## src/rtl/core/wasq_pkg.sv

```systemverilog
`timescale 1ns / 1ps
// shared types, constants and codes of the window autoscale quantizer
package wasq_pkg;

    // fixed field widths
    localparam int SAMPLE_W   = 16;
    localparam int LEVEL_W    = 8;
    localparam int POS_W      = 6;
    localparam int LEN_CFG_W  = 7;
    localparam int NUM_W      = SAMPLE_W + LEVEL_W;

    // stream and configuration port widths
    localparam int S_TDATA_W  = 16;
    localparam int M_TDATA_W  = 16;
    localparam int CFG_IDX_W  = 2;
    localparam int CFG_DATA_W = 16;

    // numeric constants
    localparam int UNIT_Q     = 4096;
    localparam logic signed [SAMPLE_W-1:0] UNIT_S = SAMPLE_W'(UNIT_Q);
    localparam int LEN_RESET  = 64;

    // sizes
    localparam int DEF_MAX_POINTS = 64;
    localparam int QDEPTH         = 2;

    // configuration register indexes
    localparam logic [CFG_IDX_W-1:0] REG_AUTOSCALE = 2'd0;
    localparam logic [CFG_IDX_W-1:0] REG_FILL      = 2'd1;
    localparam logic [CFG_IDX_W-1:0] REG_LENGTH    = 2'd2;

    // action codes
    localparam logic ACT_ADD   = 1'b0;
    localparam logic ACT_CLEAR = 1'b1;

    typedef struct packed {
        logic                       autoscale_on;
        logic signed [SAMPLE_W-1:0] fill_value;
        logic [LEN_CFG_W-1:0]       window_length;
    } cfg_t;

    typedef struct packed {
        logic                       action;
        logic signed [SAMPLE_W-1:0] sample;
    } item_t;

    typedef struct packed {
        logic                       autoscale;
        logic                       zero;
        logic signed [SAMPLE_W-1:0] lo;
        logic [SAMPLE_W-1:0]        divisor;
    } scale_t;

    typedef struct packed {
        logic                       valid;
        logic signed [SAMPLE_W-1:0] x;
        logic [POS_W-1:0]           pos;
        logic                       last;
    } entry_t;

    typedef enum logic [2:0] {
        ST_IDLE,
        ST_REDUCE,
        ST_UPDATE,
        ST_SCAN,
        ST_SCAN_TAIL,
        ST_SETUP,
        ST_EMIT,
        ST_DRAIN
    } back_state_t;

endpackage

```

## src/rtl/core/wasq_front.sv

```systemverilog
`timescale 1ns / 1ps
// front end: configuration registers, input acceptance and item queue
module wasq_front (
    input  logic                              aclk,
    input  logic                              aresetn,
    input  logic                              s_tvalid,
    output logic                              s_tready,
    input  logic [wasq_pkg::S_TDATA_W-1:0]    s_tdata,
    input  logic [0:0]                        s_tuser,
    input  logic                              cfg_wr_en,
    input  logic [wasq_pkg::CFG_IDX_W-1:0]    cfg_index,
    input  logic [wasq_pkg::CFG_DATA_W-1:0]   cfg_wdata,
    output wasq_pkg::cfg_t                    cfg,
    output logic                              q_valid,
    output wasq_pkg::item_t                   q_item,
    input  logic                              q_pop
);
    import wasq_pkg::*;

    localparam int QPTR_W = (QDEPTH > 1) ? $clog2(QDEPTH) : 1;
    localparam int QCNT_W = $clog2(QDEPTH + 1);

    logic                       autoscale_reg;
    logic signed [SAMPLE_W-1:0] fill_reg;
    logic [LEN_CFG_W-1:0]       length_reg;

    item_t               q_mem [QDEPTH];
    logic [QPTR_W-1:0]   wr_ptr_reg, wr_ptr_next;
    logic [QPTR_W-1:0]   rd_ptr_reg, rd_ptr_next;
    logic [QCNT_W-1:0]   count_reg, count_next;
    logic                push;
    item_t               in_item;

    // configuration register writes
    always_ff @(posedge aclk) begin
        if (!aresetn) begin
            autoscale_reg <= 1'b0;
            fill_reg      <= '0;
            length_reg    <= LEN_CFG_W'(LEN_RESET);
        end else if (cfg_wr_en) begin
            unique case (cfg_index)
                REG_AUTOSCALE: autoscale_reg <= cfg_wdata[0];
                REG_FILL:      fill_reg      <= cfg_wdata[SAMPLE_W-1:0];
                REG_LENGTH:    length_reg    <= cfg_wdata[LEN_CFG_W-1:0];
                default: ;
            endcase
        end
    end

    assign cfg.autoscale_on  = autoscale_reg;
    assign cfg.fill_value    = fill_reg;
    assign cfg.window_length = length_reg;

    // classify the incoming transfer into an item
    assign in_item.action = s_tuser[0];
    assign in_item.sample = (s_tuser[0] == ACT_CLEAR) ? '0 : s_tdata[SAMPLE_W-1:0];

    assign s_tready = (count_reg != QCNT_W'(QDEPTH));
    assign push     = s_tvalid && s_tready;
    assign q_valid  = (count_reg != '0);
    assign q_item   = q_mem[rd_ptr_reg];

    // queue pointer and fill count
    always_comb begin
        wr_ptr_next = wr_ptr_reg;
        rd_ptr_next = rd_ptr_reg;
        count_next  = count_reg;
        if (push) begin
            wr_ptr_next = (wr_ptr_reg == QPTR_W'(QDEPTH - 1)) ? '0 : wr_ptr_reg + QPTR_W'(1);
        end
        if (q_pop) begin
            rd_ptr_next = (rd_ptr_reg == QPTR_W'(QDEPTH - 1)) ? '0 : rd_ptr_reg + QPTR_W'(1);
        end
        case ({push, q_pop})
            2'b10:   count_next = count_reg + QCNT_W'(1);
            2'b01:   count_next = count_reg - QCNT_W'(1);
            default: count_next = count_reg;
        endcase
    end

    always_ff @(posedge aclk) begin
        if (!aresetn) begin
            wr_ptr_reg <= '0;
            rd_ptr_reg <= '0;
            count_reg  <= '0;
        end else begin
            wr_ptr_reg <= wr_ptr_next;
            rd_ptr_reg <= rd_ptr_next;
            count_reg  <= count_next;
        end
    end

    // queue storage
    always_ff @(posedge aclk) begin
        if (push) begin
            q_mem[wr_ptr_reg] <= in_item;
        end
    end

endmodule

```

## src/rtl/core/wasq_div.sv

```systemverilog
`timescale 1ns / 1ps
// back end datapath: level numerator, pipelined restoring divider, output register
module wasq_div (
    input  logic                            aclk,
    input  logic                            aresetn,
    input  wasq_pkg::entry_t                entry,
    input  wasq_pkg::scale_t                scale,
    output logic                            advance,
    output logic                            busy,
    output logic                            m_tvalid,
    input  logic                            m_tready,
    output logic [wasq_pkg::M_TDATA_W-1:0]  m_tdata,
    output logic                            m_tlast
);
    import wasq_pkg::*;

    localparam int NST = LEVEL_W + 1;
    localparam int PAD_W = M_TDATA_W - POS_W - LEVEL_W;

    logic                 v_reg    [NST];
    logic [NUM_W-1:0]     rem_reg  [NST];
    logic [NUM_W-1:0]     rem_next [NST];
    logic [LEVEL_W-1:0]   q_reg    [NST];
    logic [LEVEL_W-1:0]   q_next   [NST];
    logic [POS_W-1:0]     pos_reg  [NST];
    logic                 last_reg [NST];
    logic [NUM_W-1:0]     trial    [NST];

    logic signed [SAMPLE_W:0] diff_w;
    logic [SAMPLE_W-1:0]      base;
    logic [NUM_W-1:0]         num;

    // whole pipeline moves when the output register is free
    assign advance = !v_reg[LEVEL_W] || m_tready;

    // numerator: (x - lo) * 255 or clamp(x) * 255
    always_comb begin
        diff_w = {entry.x[SAMPLE_W-1], entry.x} - {scale.lo[SAMPLE_W-1], scale.lo};
        if (scale.autoscale) begin
            base = diff_w[SAMPLE_W-1:0];
        end else if (entry.x > UNIT_S) begin
            base = UNIT_S;
        end else if (entry.x < 0) begin
            base = '0;
        end else begin
            base = entry.x;
        end
        num = (NUM_W'(base) << LEVEL_W) - NUM_W'(base);
    end

    // one quotient bit per stage, most significant first
    always_comb begin
        rem_next[0] = num;
        q_next[0]   = '0;
        trial[0]    = '0;
        for (int s = 1; s < NST; s++) begin
            trial[s] = NUM_W'(scale.divisor) << (LEVEL_W - s);
            if (rem_reg[s-1] >= trial[s]) begin
                rem_next[s] = rem_reg[s-1] - trial[s];
                q_next[s]   = q_reg[s-1] | (LEVEL_W'(1) << (LEVEL_W - s));
            end else begin
                rem_next[s] = rem_reg[s-1];
                q_next[s]   = q_reg[s-1];
            end
        end
        if (scale.zero) begin
            q_next[LEVEL_W] = '0;
        end
    end

    // stage valid bits
    always_ff @(posedge aclk) begin
        if (!aresetn) begin
            for (int s = 0; s < NST; s++) begin
                v_reg[s] <= 1'b0;
            end
        end else if (advance) begin
            v_reg[0] <= entry.valid;
            for (int s = 1; s < NST; s++) begin
                v_reg[s] <= v_reg[s-1];
            end
        end
    end

    // stage payload
    always_ff @(posedge aclk) begin
        if (advance) begin
            rem_reg[0]  <= rem_next[0];
            q_reg[0]    <= q_next[0];
            pos_reg[0]  <= entry.pos;
            last_reg[0] <= entry.last;
            for (int s = 1; s < NST; s++) begin
                rem_reg[s]  <= rem_next[s];
                q_reg[s]    <= q_next[s];
                pos_reg[s]  <= pos_reg[s-1];
                last_reg[s] <= last_reg[s-1];
            end
        end
    end

    // busy while any entry is short of the output register
    always_comb begin
        busy = 1'b0;
        for (int s = 0; s < LEVEL_W; s++) begin
            busy = busy | v_reg[s];
        end
    end

    assign m_tvalid = v_reg[LEVEL_W];
    assign m_tdata  = {PAD_W'(0), pos_reg[LEVEL_W], q_reg[LEVEL_W]};
    assign m_tlast  = last_reg[LEVEL_W];

endmodule

```

## src/rtl/core/wasq_back.sv

```systemverilog
`timescale 1ns / 1ps
// back end sequencer: window store, pointer upkeep, min/max scan and entry readout
module wasq_back #(
    parameter int MAX_POINTS = wasq_pkg::DEF_MAX_POINTS
) (
    input  logic               aclk,
    input  logic               aresetn,
    input  wasq_pkg::cfg_t     cfg,
    input  logic               q_valid,
    input  wasq_pkg::item_t    q_item,
    output logic               q_pop,
    input  logic               advance,
    input  logic               div_busy,
    output wasq_pkg::entry_t   entry,
    output wasq_pkg::scale_t   scale
);
    import wasq_pkg::*;

    localparam int AW    = (MAX_POINTS > 1) ? $clog2(MAX_POINTS) : 1;
    localparam int LEN_W = $clog2(MAX_POINTS + 1);
    localparam int SUM_W = LEN_W + 1;

    back_state_t state_reg, state_next;

    logic [SAMPLE_W-1:0]        mem [MAX_POINTS];
    logic [MAX_POINTS-1:0]      valid_reg, valid_next;
    logic signed [SAMPLE_W-1:0] clear_val_reg, clear_val_next;
    logic [AW-1:0]              ptr_reg, ptr_next;
    logic [LEN_W-1:0]           idx_reg, idx_next;
    logic [LEN_W-1:0]           n_reg, n_next;
    item_t                      item_reg, item_next;
    logic signed [SAMPLE_W-1:0] lo_reg, lo_next;
    logic signed [SAMPLE_W-1:0] hi_reg, hi_next;
    logic                       first_reg, first_next;
    scale_t                     scale_reg, scale_next;

    logic [SAMPLE_W-1:0]        rdata_reg;
    logic                       rvalid_reg;
    logic                       scan_v_reg;
    logic                       emit_v_reg;
    logic [POS_W-1:0]           epos_reg;
    logic                       elast_reg;

    logic                       rd_en;
    logic                       mem_we;
    logic [LEN_W-1:0]           n_eff;
    logic [LEN_W-1:0]           ptr_ext;
    logic [LEN_W-1:0]           ptr_inc;
    logic [SUM_W-1:0]           phys_sum;
    logic [SUM_W-1:0]           phys;
    logic [AW-1:0]              raddr;
    logic                       idx_last;
    logic signed [SAMPLE_W-1:0] x_res;
    logic signed [SAMPLE_W:0]   span_w;

    // effective window length from the register
    always_comb begin
        if (cfg.window_length == '0) begin
            n_eff = LEN_W'(1);
        end else if (cfg.window_length > LEN_CFG_W'(MAX_POINTS)) begin
            n_eff = LEN_W'(MAX_POINTS);
        end else begin
            n_eff = LEN_W'(cfg.window_length);
        end
    end

    // physical slot of logical index idx_reg
    assign ptr_ext  = LEN_W'(ptr_reg);
    assign ptr_inc  = ptr_ext + LEN_W'(1);
    assign phys_sum = SUM_W'(ptr_ext) + SUM_W'(idx_reg);
    assign phys     = (phys_sum >= SUM_W'(n_reg)) ? phys_sum - SUM_W'(n_reg) : phys_sum;
    assign raddr    = phys[AW-1:0];
    assign idx_last = (idx_reg == n_reg - LEN_W'(1));

    // entry value as read, unwritten slots hold the clear value
    assign x_res  = rvalid_reg ? rdata_reg : clear_val_reg;
    assign span_w = {hi_reg[SAMPLE_W-1], hi_reg} - {lo_reg[SAMPLE_W-1], lo_reg};

    // sequencer next state and outputs
    always_comb begin
        state_next     = state_reg;
        q_pop          = 1'b0;
        rd_en          = 1'b0;
        mem_we         = 1'b0;
        ptr_next       = ptr_reg;
        idx_next       = idx_reg;
        n_next         = n_reg;
        item_next      = item_reg;
        clear_val_next = clear_val_reg;
        valid_next     = valid_reg;
        lo_next        = lo_reg;
        hi_next        = hi_reg;
        first_next     = first_reg;
        scale_next     = scale_reg;

        // min/max over the entry read in the previous cycle
        if (scan_v_reg) begin
            first_next = 1'b0;
            if (first_reg) begin
                lo_next = x_res;
                hi_next = x_res;
            end else begin
                if (x_res < lo_reg) lo_next = x_res;
                if (x_res > hi_reg) hi_next = x_res;
            end
        end

        unique case (state_reg)
            ST_IDLE: begin
                if (q_valid) begin
                    q_pop      = 1'b1;
                    item_next  = q_item;
                    n_next     = n_eff;
                    state_next = ST_REDUCE;
                end
            end
            ST_REDUCE: begin
                if (ptr_ext >= n_reg) begin
                    ptr_next = AW'(ptr_ext - n_reg);
                end else begin
                    state_next = ST_UPDATE;
                end
            end
            ST_UPDATE: begin
                idx_next   = '0;
                first_next = 1'b1;
                if (item_reg.action == ACT_CLEAR) begin
                    clear_val_next = cfg.fill_value;
                    valid_next     = '0;
                    ptr_next       = '0;
                end else begin
                    mem_we              = 1'b1;
                    valid_next[ptr_reg] = 1'b1;
                    ptr_next            = (ptr_inc == n_reg) ? '0 : AW'(ptr_inc);
                end
                state_next = ST_SCAN;
            end
            ST_SCAN: begin
                rd_en = 1'b1;
                if (idx_last) begin
                    idx_next   = '0;
                    state_next = ST_SCAN_TAIL;
                end else begin
                    idx_next = idx_reg + LEN_W'(1);
                end
            end
            ST_SCAN_TAIL: begin
                state_next = ST_SETUP;
            end
            ST_SETUP: begin
                scale_next.autoscale = cfg.autoscale_on;
                scale_next.lo        = lo_reg;
                scale_next.zero      = cfg.autoscale_on && (span_w == '0);
                scale_next.divisor   = cfg.autoscale_on ? span_w[SAMPLE_W-1:0] : UNIT_S;
                state_next           = ST_EMIT;
            end
            ST_EMIT: begin
                if (advance) begin
                    rd_en = 1'b1;
                    if (idx_last) begin
                        idx_next   = '0;
                        state_next = ST_DRAIN;
                    end else begin
                        idx_next = idx_reg + LEN_W'(1);
                    end
                end
            end
            ST_DRAIN: begin
                rd_en = advance;
                if (!emit_v_reg && !div_busy) begin
                    state_next = ST_IDLE;
                end
            end
            default: state_next = ST_IDLE;
        endcase
    end

    // state register
    always_ff @(posedge aclk) begin
        if (!aresetn) begin
            state_reg <= ST_IDLE;
        end else begin
            state_reg <= state_next;
        end
    end

    // control and window state
    always_ff @(posedge aclk) begin
        if (!aresetn) begin
            ptr_reg       <= '0;
            valid_reg     <= '0;
            clear_val_reg <= '0;
            idx_reg       <= '0;
            n_reg         <= LEN_W'(1);
            first_reg     <= 1'b1;
            scan_v_reg    <= 1'b0;
            emit_v_reg    <= 1'b0;
        end else begin
            ptr_reg       <= ptr_next;
            valid_reg     <= valid_next;
            clear_val_reg <= clear_val_next;
            idx_reg       <= idx_next;
            n_reg         <= n_next;
            first_reg     <= first_next;
            scan_v_reg    <= (state_reg == ST_SCAN);
            if (rd_en) begin
                emit_v_reg <= (state_reg == ST_EMIT);
            end
        end
    end

    // payload registers
    always_ff @(posedge aclk) begin
        item_reg  <= item_next;
        lo_reg    <= lo_next;
        hi_reg    <= hi_next;
        scale_reg <= scale_next;
    end

    // window store write port
    always_ff @(posedge aclk) begin
        if (mem_we) begin
            mem[ptr_reg] <= item_reg.sample;
        end
    end

    // window store read port with its tags
    always_ff @(posedge aclk) begin
        if (rd_en) begin
            rdata_reg  <= mem[raddr];
            rvalid_reg <= valid_reg[raddr];
            epos_reg   <= POS_W'(idx_reg);
            elast_reg  <= idx_last;
        end
    end

    assign entry.valid = emit_v_reg;
    assign entry.x     = x_res;
    assign entry.pos   = epos_reg;
    assign entry.last  = elast_reg;
    assign scale       = scale_reg;

`ifndef SYNTH
    a_ptr_in_window: assert property (@(posedge aclk) disable iff (!aresetn)
        (state_reg == ST_UPDATE) |-> (ptr_ext < n_reg))
        else $error("oldest pointer outside window at update");

    a_pop_drained: assert property (@(posedge aclk) disable iff (!aresetn)
        q_pop |-> (!div_busy && !emit_v_reg))
        else $error("new item taken while readout still in flight");

    a_slot_in_window: assert property (@(posedge aclk) disable iff (!aresetn)
        rd_en && (state_reg == ST_SCAN || state_reg == ST_EMIT) |-> (phys < SUM_W'(n_reg)))
        else $error("read slot outside window");

    a_range_order: assert property (@(posedge aclk) disable iff (!aresetn)
        (state_reg == ST_SETUP) |-> (lo_reg <= hi_reg))
        else $error("scan minimum above maximum");
`endif

endmodule

```

## src/rtl/core/window_autoscale_quantizer.sv

```systemverilog
`timescale 1ns / 1ps
// top level of the window autoscale quantizer
//
//  channel   direction  handshake                fields
//  s_        in         s_tvalid / s_tready      tdata: sample; tuser: action
//  m_        out        m_tvalid / m_tready      tdata: level, position; tlast: last
//  cfg_      in         cfg_wr_en (no wait)      0 autoscale_on, 1 fill_value, 2 window_length
//
//  an item needs, for an effective window length n: n reads of the window store for
//  the min/max scan, n more for the readout at one entry per cycle while the output
//  does not stall, a drain of the divider pipeline, the update, scan-tail and setup
//  states, and a fold of the oldest pointer into a shortened window (one subtract per cycle).
//  reset is synchronous, active low, and clears the store at once through per-entry valid bits.
//  a two-entry queue decouples input from the sequencer; output stalls hold the whole readout.
module window_autoscale_quantizer #(
    parameter int MAX_POINTS = wasq_pkg::DEF_MAX_POINTS
) (
    input  logic                              aclk,
    input  logic                              aresetn,
    input  logic                              s_tvalid,
    output logic                              s_tready,
    input  logic [wasq_pkg::S_TDATA_W-1:0]    s_tdata,   // [15:0] sample
    input  logic [0:0]                        s_tuser,   // [0] action
    output logic                              m_tvalid,
    input  logic                              m_tready,
    output logic [wasq_pkg::M_TDATA_W-1:0]    m_tdata,   // [7:0] level, [13:8] position
    output logic                              m_tlast,
    input  logic                              cfg_wr_en,
    input  logic [wasq_pkg::CFG_IDX_W-1:0]    cfg_index,
    input  logic [wasq_pkg::CFG_DATA_W-1:0]   cfg_wdata
);
    import wasq_pkg::*;

    cfg_t   cfg;
    item_t  q_item;
    entry_t entry;
    scale_t scale;
    logic   q_valid;
    logic   q_pop;
    logic   advance;
    logic   div_busy;

    // input side and configuration
    wasq_front u_front (
        .aclk      (aclk),
        .aresetn   (aresetn),
        .s_tvalid  (s_tvalid),
        .s_tready  (s_tready),
        .s_tdata   (s_tdata),
        .s_tuser   (s_tuser),
        .cfg_wr_en (cfg_wr_en),
        .cfg_index (cfg_index),
        .cfg_wdata (cfg_wdata),
        .cfg       (cfg),
        .q_valid   (q_valid),
        .q_item    (q_item),
        .q_pop     (q_pop)
    );

    // window store and sequencer
    wasq_back #(
        .MAX_POINTS (MAX_POINTS)
    ) u_back (
        .aclk      (aclk),
        .aresetn   (aresetn),
        .cfg       (cfg),
        .q_valid   (q_valid),
        .q_item    (q_item),
        .q_pop     (q_pop),
        .advance   (advance),
        .div_busy  (div_busy),
        .entry     (entry),
        .scale     (scale)
    );

    // level computation and output register
    wasq_div u_div (
        .aclk      (aclk),
        .aresetn   (aresetn),
        .entry     (entry),
        .scale     (scale),
        .advance   (advance),
        .busy      (div_busy),
        .m_tvalid  (m_tvalid),
        .m_tready  (m_tready),
        .m_tdata   (m_tdata),
        .m_tlast   (m_tlast)
    );

endmodule

```

## config.mk

```make
export PLATFORM = sky130hd
export DESIGN_NAME = window_autoscale_quantizer
export DESIGN_NICKNAME = d
export VERILOG_FILES = /design/src/rtl/core/wasq_pkg.sv /design/src/rtl/core/wasq_front.sv /design/src/rtl/core/wasq_div.sv /design/src/rtl/core/wasq_back.sv /design/src/rtl/core/window_autoscale_quantizer.sv
export SDC_FILE = /design/constraint.sdc
export NUM_CORES = 2
export LEC_CHECK = 0
export BUFFER_PORTS_ARGS = -buffer_cell sky130_fd_sc_hd__buf_2
export CAP_MARGIN = 40
export CORE_AREA = 2 2 330 398
export DETAILED_ROUTE_END_ITERATION = 16
export DIE_AREA = 0 0 332 400
export PLACE_DENSITY = 0.71
export SYNTH_ARGS = -nofsm -noshare
export SYNTH_HDL_FRONTEND = slang
export SYNTH_SLANG_ARGS = --single-unit
export TNS_END_PERCENT = 100
```

## constraint.sdc

```tcl
create_clock -name aclk -period 23.1 [get_ports aclk]
set_input_delay 3.465 -clock aclk [delete_from_list [all_inputs] [get_ports aclk]]
set_output_delay 3.465 -clock aclk [all_outputs]
set_load 0.005 [all_outputs]
```

; ---- After elaboration in Yosys (flattened, before gate mapping)
; Memories as Yosys holds them, arrays and structs flattened. A register that Yosys moved wholly into a read port is not among the register bits.
; Index checks and enable logic that the tools add are counted.
; Widths: inputs -> output; s select.
[word_totals]
ram_bits = 1418
reg_bits = 208
in_bits = 40
memories = 7
out_inout_bits = 19
[op_classes]
muxes = 74
bitwise_logic = 18
magnitude_cmp = 18
eq_ne = 21
add_sub_neg = 21
n_reduce_logical = 29
[memory_table]
columns = memory, words, width, read_ports, rd_ports_with_merged_regs, write_ports, line
row1 = u_back.mem, 64, 16, 1, 1, 1, wasq_back.sv:25  ; logic [SAMPLE_W-1:0] mem [MAX_POINTS];
row2 = u_div.rem_reg, 9, 24, 8, 0, 9, wasq_div.sv:21  ; logic [NUM_W-1:0] rem_reg [NST];
row3 = u_div.q_reg, 9, 8, 9, 0, 9, wasq_div.sv:23  ; logic [LEVEL_W-1:0] q_reg [NST];
row4 = u_div.pos_reg, 9, 6, 9, 0, 9, wasq_div.sv:25  ; logic [POS_W-1:0] pos_reg [NST];
row5 = u_front.q_mem, 2, 17, 1, 1, 1, wasq_front.sv:27  ; item_t q_mem [QDEPTH];
row6 = u_div.last_reg, 9, 1, 9, 0, 9, wasq_div.sv:26  ; logic last_reg [NST];
row7 = 1 more memories, --, --, --, --, --, --
[ops]
columns = cell, count
row1 = $mux 24, 8
row2 = $mux 16, 9
row3 = $mux 64, 1
row4 = $or 64x64->64, 1
row5 = $sub 24x16->24, 2
row6 = $mux 7, 5
row7 = $mux 6, 5
row8 = $mux 1, 27
row9 = $ge 24x16->1, 1
row10 = $ge 24x17->1, 1
row11 = $ge 24x18->1, 1
row12 = $ge 24x19->1, 1
row13 = $ge 24x20->1, 1
row14 = $ge 24x21->1, 1
row15 = $ge 24x22->1, 1
row16 = $ge 24x23->1, 1
row17 = $pmux 3 s8, 1
row18 = $sub 24x17->24, 1
row19 = $sub 24x18->24, 1
row20 = $sub 24x19->24, 1
row21 = $sub 24x20->24, 1
row22 = $sub 24x21->24, 1
row23 = $sub 24x22->24, 1
row24 = $sub 24x23->24, 1
row25 = 52 further kinds, 107

; ---- Longest topological paths before layout
; An unclocked memory read counts as a cell.
[depth]
ltp_word = 12
ltp_mapped = 22
depth_no_buf = 19

; ---- By module
; A second synthesis with hierarchy kept.
[unflattened]
hier_cells = 5478
hier_area_um2 = 71798.9
[modules_own_cells]
columns = module, cells_per_inst, n_inst, area_each_um2
row1 = wasq_back, 3625, 1, 51267.9
row2 = wasq_div, 1660, 1, 18116.1
row3 = wasq_front, 193, 1, 2414.8

; ---- Worst setup path after synthesis
; Ideal clock, no wire load.
[synth_path]
kind = input -> register
start = in m_tready
end = mem u_div.v_reg[0][0], data pin
cell_stages = 4
n_path_buf = 1
slack_ps = 10569
t_arrival_ps = 12339
path_cell_list = nor2b_1 -> inv_1 -> clkbuf_1 -> and3_1
[synth_lines]
columns = element, line
row1 = start: declaration, window_autoscale_quantizer.sv:25  ; input logic m_tready,
row2 = end: declaration, wasq_div.sv:20  ; logic v_reg [NST];

; ---- Worst setup path in the final report
[layout_path]
start = reg u_back.ptr_reg[0]
end = reg u_back.rdata_reg[12] (read register of u_back.mem), data pin
[layout_via]
elab_chain_len = 3
word_cells_on_any_way = 4
classes_between = add/sub (2) / order compare (1) / mux (1)
[layout_lines]
columns = element, line
row1 = start: declaration, wasq_back.sv:28  ; logic [AW-1:0] ptr_reg, ptr_next;
row2 = start signal: assignment, wasq_back.sv:199  ; ptr_reg <= ptr_next;
row3 = $add 6x7->8 *, wasq_back.sv:70  ; assign phys_sum = SUM_W'(ptr_ext) + SUM_W'(idx_reg);
row4 = $ge 8x7->1 / $sub 6x6->6 (equally long branches), wasq_back.sv:71  ; assign phys = (phys_sum >= SUM_W'(n_reg)) ? phys_sum - SUM_W'(n_reg) : phys_sum;
row5 = $mux 6 *, wasq_back.sv:71
row6 = end: declaration, wasq_back.sv:37  ; logic [SAMPLE_W-1:0] rdata_reg;
; Mark *: on every way between the ends. The rest lies on a longest branch, timed or not.
; A chain may end at the register's enable or synchronous reset.

==> results_dict.tcl <==
set metrics [dict create \
    outcome "complete, no violations" \
    ios 59 \
    cts_tree "built" \
    maxCapViolCount 0 \
    yosys_register_bits 1599 \
    hold_slack_ps 393 \
    clock_skew_ps 51.4 \
    globalplace.congestion 0.885 \
    grt_setup_unrepaired "no" \
    first_iter_violations 5104 \
    worst_pin_slew_ps 1120 \
    ant_nets 0 \
    layout-drive-gt1-share_pct 8.84 \
    min_period_ps 7850 \
    drc 0 \
    die_y_um 400 \
    fin_cells 7452 \
    clock_latency_ps 810 \
    cp-start-kind "register" \
    overflow 0 \
    cp-end-kind "register" \
    port_buffers 56 \
    drt_pre_antenna_iters 8 \
    hold_viol 0 \
    slew_violations 0 \
    vias 45455 \
    grt_max_degree 195 \
    postPlaceCellArea_mm2 0.0732 \
    dp.cells 7176 \
    die_w_um 332 \
    areaGrowthSynthToFinish_pct 11.0 \
    first_global_vias 44296 \
    synth_edf_count 1465 \
    max_slew_margin_pct 25.1 \
    final_common_cell "edfxtp_1" \
    min_path_type "register to register" \
    hold_buffers 0 \
    fmax_ghz 0.127 \
    final_area_mm2 0.0782 \
    routedWlPerCell_um 24.1 \
    arrival_ps 8390 \
    synthFlopType "edfxtp_1" \
    syn_inst 5548 \
    crit_type "register to register" \
    core_mm2 0.129 \
    dp_hpwl_um 111000 \
    cts_resized 0 \
    antenna_found_initial 4 \
    setup_violations 0 \
    post_cts_buffers 0 \
    die_area_mm2 0.133 \
    ys_warn_count 0 \
    syn_area_mm2 0.0705 \
    synth-seq-area-share_pct 66.2 \
    numCtsBuffers 156 \
    finalSetupTns_ps 0 \
    drt-vias-per-instance 6.10 \
    synth-async-reset-ratio_pct 0 \
    finalWirelength_um 180000 \
    initial_utilization_pct 54.6 \
    grt.total_usage_pct 26.8 \
    cts-root-buf "clkbuf_16" \
    post_synth.cell_area_avg_um2 12.7 \
    grt_pass1_wl_um 267000 \
    clk_pin_slew_ps 70 \
    final_cell_mix "1465 x edfxtp_1, 961 x nand2_1, 322 x nor2_1, 230 x a21oi_1, 221 x ha_1" \
    ys_types 96 \
    core.rowCount 145 \
    htree_levels 4 \
    fin_crit_sh_pct 34.0 \
    worstPathRequired_ps 23630 \
    final_nets 5917 \
    critPathMaxFanout 153 \
    cts_buffer_depth 3 \
    largest_reg_flops 1024 \
    clock-sinks 1599 \
]
[per-layer routing]
metal  vias to the layer above  GRT usage (%)  routed length [um]
met2                      1902           47.1               89700
li1                      20779              -                   -
met1                     22322           31.1               65600
met4                         4           15.1               10500
met3                       448           4.78               13700
met5                         -              0                  26
[synthesized netlist by cell type, types with 9 or more instances]
| master | count | area (um^2) |
|---|---|---|
| a211oi_1 | 10 | 75.1 |
| a21boi_0 | 65 | 488 |
| a21o_1 | 52 | 390 |
| a21oi_1 | 230 | 1150 |
| a222oi_1 | 18 | 180 |
| a31oi_1 | 198 | 1240 |
| a32oi_1 | 116 | 1020 |
| and2_1 | 21 | 131 |
| and3_1 | 84 | 526 |
| buf_1 | 37 | 139 |
| buf_2 | 34 | 170 |
| buf_4 | 10 | 75.1 |
| clkbuf_1 | 175 | 657 |
| dfxtp_1 | 134 | 2680 |
| edfxtp_1 | 1465 | 44000 |
| fa_1 | 12 | 240 |
| ha_1 | 221 | 2770 |
| inv_1 | 164 | 616 |
| mux2_2 | 46 | 518 |
| mux2i_1 | 191 | 1910 |
| nand2_1 | 962 | 3610 |
| nand2b_1 | 39 | 244 |
| nand3_1 | 187 | 936 |
| nand3b_1 | 16 | 120 |
| nand4_1 | 48 | 300 |
| nand4b_1 | 12 | 105 |
| nor2_1 | 325 | 1220 |
| nor2b_1 | 75 | 469 |
| nor3_1 | 52 | 260 |
| nor4_1 | 23 | 144 |
| o211a_1 | 9 | 90.1 |
| o21a_1 | 21 | 158 |
| o21ai_0 | 122 | 611 |
| o21bai_1 | 10 | 75.1 |
| o31ai_1 | 12 | 90.1 |
| or3_1 | 17 | 106 |
| or4_1 | 9 | 67.6 |
| xnor2_1 | 124 | 1090 |
| xor2_1 | 63 | 552 |
[worst paths after layout]
kind                                             end  cells past startpoint  slack (ps)                 from
worst min register to register   u_div.pos_reg[1][2]                      0         390  u_div.pos_reg[0][2]
worst max register to register  u_back.rdata_reg[12]                     20       15250    u_back.ptr_reg[0]
worst min-delay path             u_div.pos_reg[1][2]                      0         390  u_div.pos_reg[0][2]
worst max-delay path            u_back.rdata_reg[12]                     20       15250    u_back.ptr_reg[0]
[cell type report]
type                       count  area, um^2
multi-input combinational   3520       22200
sequential                  1599       46700
antenna                        2        5.00
clock buffer                 192        4170
clock inverter                82         842
timing repair buffer         200        1590
fill                        9841       51000
inverter                     167         634
tap                         1690        2110
[worst max-delay path: stages (launching register included)]
cell and delay, ps:
dfxtp_1 400, ha_1 250, fa_1 400, xnor2_1 480, inv_1 240, ha_1 390
a21oi_1 160, o21bai_1 100, a41oi_1 180, o21ai_0 110, a221o_1 460, buf_8 200
mux2_8 780, buf_12 600, buf_4 710, buf_4 670, mux2i_1 260, a32oi_1 60
and3_1 230, a31oi_1 380, nand4_1 140
[metrics by stage]
stage / setup WS, ps / utilization, %
after detailed placement: 15320 / 56.7
after floorplan: 10570 / -
final: 15250 / 60.6
after global placement: 15210 / 56.5
after CTS: 15300 / 60.5
after global routing: 14820 / 60.5
[kinds of logic (layout without fill, tap and decap cells)]
logic type                 Yosys count  in the layout  share of synthesized area, %
and+or+nand+nor                   1905           1905                          12.1
adders and majority gates          236            236                          4.31
buffers and inverters              430            641                          2.47
AOI/OAI and AO/OA                  952            952                          9.07
xor gates and xnor gates           187            187                          2.32
DFF                               1599           1599                          66.2
other                                1              4                       0.00532
muxes                              238            238                          3.47
Power is not shown: default switching activity piles up to over one toggle a cycle in this logic, so the estimate is an artifact.
